File: src/hdl/sacl_pkg.sv
// ----------------------------------------------------------------------------
// sacl_pkg
// Shared types, geometry constants and helpers of the set-associative cache.
// ----------------------------------------------------------------------------
package sacl_pkg;

  localparam int SETS       = 16;
  localparam int WAYS       = 4;
  localparam int LINE_BYTES = 32;
  localparam int MEM_BYTES  = 65536;

  localparam int ADDR_W     = 16;
  localparam int DATA_W     = 32;
  localparam int LINE_WORDS = LINE_BYTES / 4;
  localparam int MEM_WORDS  = MEM_BYTES / 4;
  localparam int LW_W       = $clog2(LINE_WORDS);
  localparam int OFF_W      = $clog2(LINE_BYTES);
  localparam int SET_W      = $clog2(SETS);
  localparam int TAG_W      = ADDR_W - OFF_W - SET_W;
  localparam int WAY_W      = (WAYS > 1) ? $clog2(WAYS) : 1;
  localparam int AGE_W      = WAY_W;
  localparam int LINES      = SETS * WAYS;
  localparam int LINE_AW    = $clog2(LINES);
  localparam int DATA_DEPTH = LINES * LINE_WORDS;
  localparam int DATA_AW    = $clog2(DATA_DEPTH);
  localparam int MEM_AW     = $clog2(MEM_WORDS);
  localparam int CNT_W      = LW_W + 1;

  localparam logic FUNC_READ  = 1'b0;
  localparam logic FUNC_WRITE = 1'b1;
  localparam logic POL_WT     = 1'b0;
  localparam logic POL_WB     = 1'b1;

  typedef struct packed {
    logic              func;
    logic [ADDR_W-1:0] addr;
    logic [DATA_W-1:0] write_data;
  } sacl_in_t;

  typedef struct packed {
    logic [DATA_W-1:0] read_data;
    logic              hit;
    logic              wrote_back;
  } sacl_out_t;

  // one set row of the tag store
  typedef struct packed {
    logic [WAYS-1:0][TAG_W-1:0] tag;
    logic [WAYS-1:0]            dirty;
    logic [WAYS-1:0][AGE_W-1:0] age;
  } meta_t;

  localparam int META_W = $bits(meta_t);

  // write/read request toward one generic RAM
  typedef struct packed {
    logic              we;
    logic [MEM_AW-1:0] waddr;
    logic [DATA_W-1:0] wdata;
    logic [MEM_AW-1:0] raddr;
  } mem_req_t;

  typedef struct packed {
    logic               we;
    logic [DATA_AW-1:0] waddr;
    logic [DATA_W-1:0]  wdata;
    logic [DATA_AW-1:0] raddr;
  } data_req_t;

  typedef struct packed {
    logic             we;
    logic [SET_W-1:0] waddr;
    meta_t            wdata;
    logic [SET_W-1:0] raddr;
  } meta_req_t;

endpackage

File: src/hdl/sacl_ctrl.sv
// ----------------------------------------------------------------------------
// sacl_ctrl
// Request sequencer: tag lookup, victim choice, write-back, fill, access.
// ----------------------------------------------------------------------------
module sacl_ctrl
  import sacl_pkg::*;
(
  input  logic      clk,
  input  logic      rst_n,
  input  logic      start,
  output logic      busy,
  input  sacl_in_t  in_req,
  output logic      out_strobe,
  output sacl_out_t out_res,
  input  logic      policy,
  output meta_req_t meta_req,
  input  meta_t     meta_rd,
  output data_req_t data_req,
  input  logic [DATA_W-1:0] data_rd,
  output mem_req_t  mem_req,
  input  logic [DATA_W-1:0] mem_rd
);

  typedef enum logic [6:0] {
    ST_CLEAR  = 7'b0000001,
    ST_IDLE   = 7'b0000010,
    ST_LOOKUP = 7'b0000100,
    ST_EVICT  = 7'b0001000,
    ST_FILL   = 7'b0010000,
    ST_ACCESS = 7'b0100000,
    ST_RESP   = 7'b1000000
  } state_t;

  state_t                     state_r, state_nxt;
  logic [MEM_AW-1:0]          clr_r, clr_nxt;
  logic [CNT_W-1:0]           cnt_r, cnt_nxt;
  logic [SETS-1:0][WAYS-1:0]  valid_r, valid_nxt;
  sacl_in_t                   req_r, req_nxt;
  meta_t                      meta_r, meta_nxt;
  logic [WAY_W-1:0]           way_r, way_nxt;
  logic                       hit_r, hit_nxt;
  logic                       wb_r, wb_nxt;

  logic [SET_W-1:0]   set_s;
  logic [TAG_W-1:0]   tag_s;
  logic [LW_W-1:0]    word_s;
  logic [LINE_AW-1:0] line_s;
  logic [LW_W-1:0]    cnt_lo;
  logic [LW_W-1:0]    cnt_m1;
  logic               cnt_end;
  logic [WAYS-1:0]    vrow;
  logic               lk_hit;
  logic [WAY_W-1:0]   hit_way;
  logic               any_inv;
  logic [WAY_W-1:0]   inv_way;
  logic [WAY_W-1:0]   lru_way;
  logic [AGE_W-1:0]   best;
  logic [WAY_W-1:0]   vic_way;
  meta_t              meta_upd;

  assign set_s   = req_r.addr[OFF_W +: SET_W];
  assign tag_s   = req_r.addr[OFF_W+SET_W +: TAG_W];
  assign word_s  = req_r.addr[2 +: LW_W];
  assign line_s  = LINE_AW'(32'(set_s) * WAYS + 32'(way_r));
  assign cnt_lo  = cnt_r[LW_W-1:0];
  assign cnt_m1  = LW_W'(cnt_r - CNT_W'(1));
  assign cnt_end = (cnt_r == CNT_W'(LINE_WORDS));
  assign vrow    = valid_r[set_s];

  // tag compare, lowest matching way wins
  always_comb begin
    lk_hit  = 1'b0;
    hit_way = '0;
    for (int w = WAYS - 1; w >= 0; w--) begin
      if (vrow[w] && meta_rd.tag[w] == tag_s) begin
        lk_hit  = 1'b1;
        hit_way = WAY_W'(w);
      end
    end
  end

  // victim: lowest invalid way, else oldest (highest way on a tie)
  always_comb begin
    any_inv = 1'b0;
    inv_way = '0;
    lru_way = '0;
    best    = '0;
    for (int w = WAYS - 1; w >= 0; w--) begin
      if (!vrow[w]) begin
        any_inv = 1'b1;
        inv_way = WAY_W'(w);
      end
    end
    for (int w = 0; w < WAYS; w++) begin
      if (meta_rd.age[w] >= best) begin
        best    = meta_rd.age[w];
        lru_way = WAY_W'(w);
      end
    end
    vic_way = any_inv ? inv_way : lru_way;
  end

  // updated set row: age touch, tag, dirty
  always_comb begin
    meta_upd = meta_r;
    for (int v = 0; v < WAYS; v++) begin
      if (WAY_W'(v) != way_r && vrow[v] &&
          (!vrow[way_r] || meta_r.age[v] < meta_r.age[way_r])) begin
        meta_upd.age[v] = meta_r.age[v] + AGE_W'(1);
      end
    end
    meta_upd.age[way_r] = '0;
    meta_upd.tag[way_r] = tag_s;
    if (!hit_r) begin
      meta_upd.dirty[way_r] = 1'b0;
    end
    if (req_r.func == FUNC_WRITE && policy == POL_WB) begin
      meta_upd.dirty[way_r] = 1'b1;
    end
  end

  // sequencer
  always_comb begin
    state_nxt = state_r;
    clr_nxt   = clr_r;
    cnt_nxt   = cnt_r;
    valid_nxt = valid_r;
    req_nxt   = req_r;
    meta_nxt  = meta_r;
    way_nxt   = way_r;
    hit_nxt   = hit_r;
    wb_nxt    = wb_r;
    meta_req  = '0;
    data_req  = '0;
    mem_req   = '0;
    meta_req.raddr = in_req.addr[OFF_W +: SET_W];
    case (state_r)
      ST_CLEAR: begin
        mem_req.we    = 1'b1;
        mem_req.waddr = clr_r;
        clr_nxt       = clr_r + MEM_AW'(1);
        if (clr_r == MEM_AW'(MEM_WORDS - 1)) begin
          state_nxt = ST_IDLE;
        end
      end
      ST_IDLE: begin
        if (start) begin
          req_nxt   = in_req;
          state_nxt = ST_LOOKUP;
        end
      end
      ST_LOOKUP: begin
        meta_nxt = meta_rd;
        hit_nxt  = lk_hit;
        cnt_nxt  = '0;
        if (lk_hit) begin
          way_nxt   = hit_way;
          wb_nxt    = 1'b0;
          state_nxt = ST_ACCESS;
        end else begin
          way_nxt   = vic_way;
          wb_nxt    = vrow[vic_way] && meta_rd.dirty[vic_way] && policy == POL_WB;
          state_nxt = (vrow[vic_way] && meta_rd.dirty[vic_way] && policy == POL_WB)
                      ? ST_EVICT : ST_FILL;
        end
      end
      ST_EVICT: begin
        // read line word k, write word k-1 to memory
        data_req.raddr = {line_s, cnt_lo};
        if (cnt_r != '0) begin
          mem_req.we    = 1'b1;
          mem_req.waddr = MEM_AW'({meta_r.tag[way_r], set_s, cnt_m1});
          mem_req.wdata = data_rd;
        end
        cnt_nxt = cnt_r + CNT_W'(1);
        if (cnt_end) begin
          cnt_nxt   = '0;
          state_nxt = ST_FILL;
        end
      end
      ST_FILL: begin
        // read memory word k, write line word k-1
        mem_req.raddr = MEM_AW'({tag_s, set_s, cnt_lo});
        if (cnt_r != '0) begin
          data_req.we    = 1'b1;
          data_req.waddr = {line_s, cnt_m1};
          data_req.wdata = mem_rd;
        end
        cnt_nxt = cnt_r + CNT_W'(1);
        if (cnt_end) begin
          state_nxt = ST_ACCESS;
        end
      end
      ST_ACCESS: begin
        data_req.raddr = {line_s, word_s};
        if (req_r.func == FUNC_WRITE) begin
          data_req.we    = 1'b1;
          data_req.waddr = {line_s, word_s};
          data_req.wdata = req_r.write_data;
          if (policy == POL_WT) begin
            mem_req.we    = 1'b1;
            mem_req.waddr = MEM_AW'(32'(req_r.addr[ADDR_W-1:2]));
            mem_req.wdata = req_r.write_data;
          end
        end
        meta_req.we    = 1'b1;
        meta_req.waddr = set_s;
        meta_req.wdata = meta_upd;
        valid_nxt[set_s][way_r] = 1'b1;
        state_nxt = ST_RESP;
      end
      ST_RESP: begin
        state_nxt = ST_IDLE;
      end
      default: begin
        state_nxt = ST_IDLE;
      end
    endcase
  end

  // control state
  always_ff @(posedge clk) begin
    if (!rst_n) begin
      state_r <= ST_CLEAR;
      clr_r   <= '0;
      cnt_r   <= '0;
      valid_r <= '0;
    end else begin
      state_r <= state_nxt;
      clr_r   <= clr_nxt;
      cnt_r   <= cnt_nxt;
      valid_r <= valid_nxt;
    end
  end

  // request payload
  always_ff @(posedge clk) begin
    req_r  <= req_nxt;
    meta_r <= meta_nxt;
    way_r  <= way_nxt;
    hit_r  <= hit_nxt;
    wb_r   <= wb_nxt;
  end

  assign busy               = (state_r != ST_IDLE);
  assign out_strobe         = (state_r == ST_RESP);
  assign out_res.read_data  = (req_r.func == FUNC_WRITE) ? '0 : data_rd;
  assign out_res.hit        = hit_r;
  assign out_res.wrote_back = wb_r;

endmodule

File: config.mk
export PLATFORM = sky130hd
export DESIGN_NAME = sacl_ctrl
export DESIGN_NICKNAME = d
export VERILOG_FILES = /design/src/hdl/sacl_pkg.sv /design/src/hdl/sacl_ctrl.sv
export SDC_FILE = /design/constraint.sdc
export NUM_CORES = 1
export LEC_CHECK = 0
export ABC_CLOCK_PERIOD_IN_PS = 12900
export BUFFER_PORTS_ARGS = -buffer_cell sky130_fd_sc_hd__buf_2
export CORE_UTILIZATION = 55
export DETAILED_ROUTE_END_ITERATION = 6
export GPL_ROUTABILITY_DRIVEN = 1
export PLACE_DENSITY = 0.92
export RECOVER_POWER = 25
export SYNTH_ARGS = -nofsm -noshare
export SYNTH_HDL_FRONTEND = slang
export SYNTH_SLANG_ARGS = --single-unit
File: constraint.sdc
create_clock -name clk -period 12.9 [get_ports clk]
set_clock_uncertainty 0.1 [all_clocks]
set_input_delay 1.29 -clock clk [delete_from_list [all_inputs] [get_ports clk]]
set_output_delay 1.29 -clock clk [all_outputs]
set_load 0.01 [all_outputs]
==> summary.md <==
| Metric | Value |
|---|---|
| Final setup viols | 0 |
| CTS root buffer | clkbuf_16 |
| Max-cap violations | 2 |
| Failing checks | design-rule violations, max-capacitance violations, max-slew violations |
| Initial antenna violation count | 3 |
| Synthesis-to-layout area growth | 24.3% |
| Outcome | finished with violations |
| Number of synthesized flops with an enable pin | 91 |
| Routed Antenna Nets | 0 |
| Post-Syn Nets | 1191 |
| Yosys reg bits | 180 |
| PortBufs | 351 |
| Worst hold path type | reg2reg |
| Commonest non-fill, non-tap cell in the layout | buf_2 |
| Die area | 18500 µm² |
| Clock network power share | 38.7% |
| Synth warn | 0 |
| Worst reg-to-reg setup slack | 8.65 ns |
| Hold slack | 0.365 ns |
| Gpl congestion | 0.974 |
| Max VDD drop | 0.000106 V |
| Final Cell Area | 12300 µm² |
| TNS Setup | 0 ns |
| Total vias in the final route | 9927 |
| Clock sinks | 180 |
| Post-route non-filler standard cell count | 1562 |
| Post-DP HPWL | 29100 µm |
| First-pass GRT wire length | 56200 µm |
| Netlist cell types | 51 |
| Fin. max-slew vios | 141 |
| Final Critical Period | 5.44 ns |
| Crit path max fanout | 5 |
| Logic gate share of total power | 14.7% |
| Initial Util | 56.7% |
| Pin count of the biggest net entering global routing | 92 |
| GRT overflow | 0 |
| Average wire per standard cell | 25.4 µm |
| Lkg Pwr | 0.00531 µW |
| Mean post-synth cell area | 9.69 µm² |
| Relative slew slack | -119% |
| Gates resized, CTS repair | 0 |
| CTS tree | done |
| Via density | 6.36 |
| Row count | 48 |
| IO Pins | 354 |
| GRT Overall Usage | 42.4% |
| DP Cell Count | 1528 |
| WL final | 39700 µm |
| Fin. Hold Viols | 0 |
| Number of global-route vias before repair | 9282 |
| F_max | 184 MHz |
| Final period util | 42.2% |
| Core area | 17400 µm² |
| Share of layout cells above drive strength 1 | 28.8% |
| Worst Max-Slew Pin Slew | 3.28 ns |
| Postcts setup bufs | 0 |
| RSZ-0062 raised after global routing | no |
| Mapped Cells | 1019 |
| Synth async-reset ratio | 0% |
| Sw frac | 28.5% |
| H-tree depth | 4 |
| DR DRC count | 74 |
| Crit path DAT | 5.64 ns |
| Iter 0 DRT Violations | 1525 |
| Clk Latency, worst-skew pair | 0.44 ns |
| Die width | 136 µm |
| Pwr Density | 113 nW/µm² |
| Fillers | 1267 |
| Pre-antenna DRT Iters | 7 |
| Area of placed instances | 11700 µm² |
| Hold bufs inserted after CTS | 0 |
| Num CTS Buffers | 17 |
| # nets final | 1494 |
| CP Capture Type | register |
| Sequential share of power | 46.6% |
| Most frequent cells in the layout | 309 x buf_2, 100 x nand2_1, 91 x edfxtp_1, 89 x dfxtp_1, 88 x nor2b_1 |
| CTS max path bufs | 2 |
| Required @ worst endpoint | 13.10 ns |
| Synth Flop Type | edfxtp_1 |
| WS Path Type | in2reg |
| Cell area after synthesis | 9880 µm² |
| P_sw | 396 µW |
| Pint | 995 µW |
| Sequential area share after synthesis | 45.7% |
| DIE HEIGHT | 136 µm |
| Crit start category | primary input |
| Worst-path clk slew | 0.07 ns |
==> critical path: stages <==
cell and delay, ns:
clkbuf_1 0.12, inv_1 0.06, ha_1 0.27, o21bai_1 0.26
mux2_2 0.39, ha_1 0.28, nand2b_1 0.14, a21oi_1 0.42
nand2_1 0.12, o21ai_0 0.09, ha_1 0.25, nand2b_1 0.14
a21oi_1 0.23, or3b_2 0.49, nand2_1 0.08, a21boi_0 0.21
mux2i_1 0.19, o22ai_1 0.42, and2_1 0.19
==> power by group through the flow <==
stage | clock network (µW) | logic, µW | registers, µW
3_5_place_dp | 0 | 198 | 659
2_1_floorplan | 0 | 118 | 646
3_3_place_gp | 0 | 194 | 657
5_1_grt | 557 | 218 | 649
6_report | 538 | 205 | 648
4_1_cts | 535 | 200 | 646
==> final cells by class <==
cell class	instances	area (µm²)	area share, %
antenna	2	5.00	0.0408
clock buffer	21	514	4.19
clock inverter	11	95.1	0.775
inverter	25	93.8	0.764
multi-input combinational	733	4970	40.5
sequential	180	4510	36.8
tap	225	282	2.29
timing repair buffer	365	1800	14.7
==> Yosys cell counts, types with 2 or more instances <==
cell type | n | area [µm²]
a222oi_1 | 8 | 80.1
inv_1 | 25 | 93.8
o22ai_1 | 3 | 18.8
clkbuf_1 | 68 | 255
buf_2 | 3 | 15.0
or3_1 | 6 | 37.5
nor3_1 | 17 | 85.1
xor2_1 | 21 | 184
ha_1 | 15 | 188
and3_1 | 6 | 37.5
o21bai_1 | 2 | 15.0
buf_4 | 7 | 52.6
a22oi_1 | 8 | 60.1
o211ai_1 | 4 | 30.0
nand2_1 | 100 | 375
or2_2 | 5 | 31.3
a22o_1 | 73 | 639
edfxtp_1 | 91 | 2730
o2111ai_1 | 2 | 17.5
mux2i_1 | 19 | 190
nand3_1 | 22 | 110
a21oi_1 | 87 | 435
nand2b_1 | 12 | 75.1
buf_1 | 2 | 7.51
nand4_1 | 10 | 62.6
mux4_2 | 19 | 428
xnor2_1 | 23 | 201
and2_1 | 50 | 313
nor2b_1 | 88 | 551
o21a_1 | 25 | 188
nor4_1 | 6 | 37.5
mux2_2 | 2 | 22.5
nor2_1 | 49 | 184
o21ai_0 | 27 | 135
a21boi_0 | 6 | 45.0
dfxtp_1 | 89 | 1780
nor3b_1 | 5 | 37.5
==> per-layer routing <==
metal	share of wire [%]	GRT usage, %	up-vias	wire length (µm)
met3	16	19.9	166	6420
li1	-	-	4258	-
met4	5.1	22.0	2	2040
met2	44	64.6	873	17600
met1	34	49.3	4628	13500
met5	0.29	4.72	-	116
==> per-stage QoR <==
step                total power (µW)  utilization (%)  setup slack [ns]
floorplan                        765                -              7.62
global placement                 851             67.3              7.45
detailed placement               857             67.3              7.23
finish                          1390             70.5              7.46
CTS                             1380             70.8              7.66
global route                    1420             70.5              7.40
==> state kept, by name (all words and copies together), names as in the netlist, 2 cells and up <==
name	count
cnt_r	4
meta_r	40
req_r	47
state_r	7
way_r	2
clr_r	14
valid_r	64
==> logic make-up (layout without fill, tap and decap cells) <==
| group | after synthesis | in the layout | synth area share [%] |
|---|---|---|---|
| adder cells (fa/ha/maj) | 15 | 15 | 1.90 |
| other | 0 | 2 | 0 |
| XOR/XNOR | 44 | 44 | 3.90 |
| multiplexers | 40 | 40 | 6.49 |
| AO/OA/AOI/OAI | 251 | 251 | 17.4 |
| buffers and inverters | 106 | 422 | 4.41 |
| AND/OR/NAND/NOR | 383 | 383 | 20.2 |
| flip-flops | 180 | 180 | 45.7 |
==> path summary, 6_finish.rpt <==
path | from | end | depth (start not counted)
worst max-delay path | meta_rd[3] | wb_r$_SDFFCE_PN0P_ | 19
worst min-delay path | valid_r[45]$_SDFFE_PN0P_ | valid_r[45]$_SDFFE_PN0P_ | 1
worst max register to register | state_r[1]$_SDFFE_PN0P_ | cnt_r[2]$_SDFFE_PN0P_ | 8
worst min register to register | valid_r[45]$_SDFFE_PN0P_ | valid_r[45]$_SDFFE_PN0P_ | 1
(Power assumes the default switching activity.)
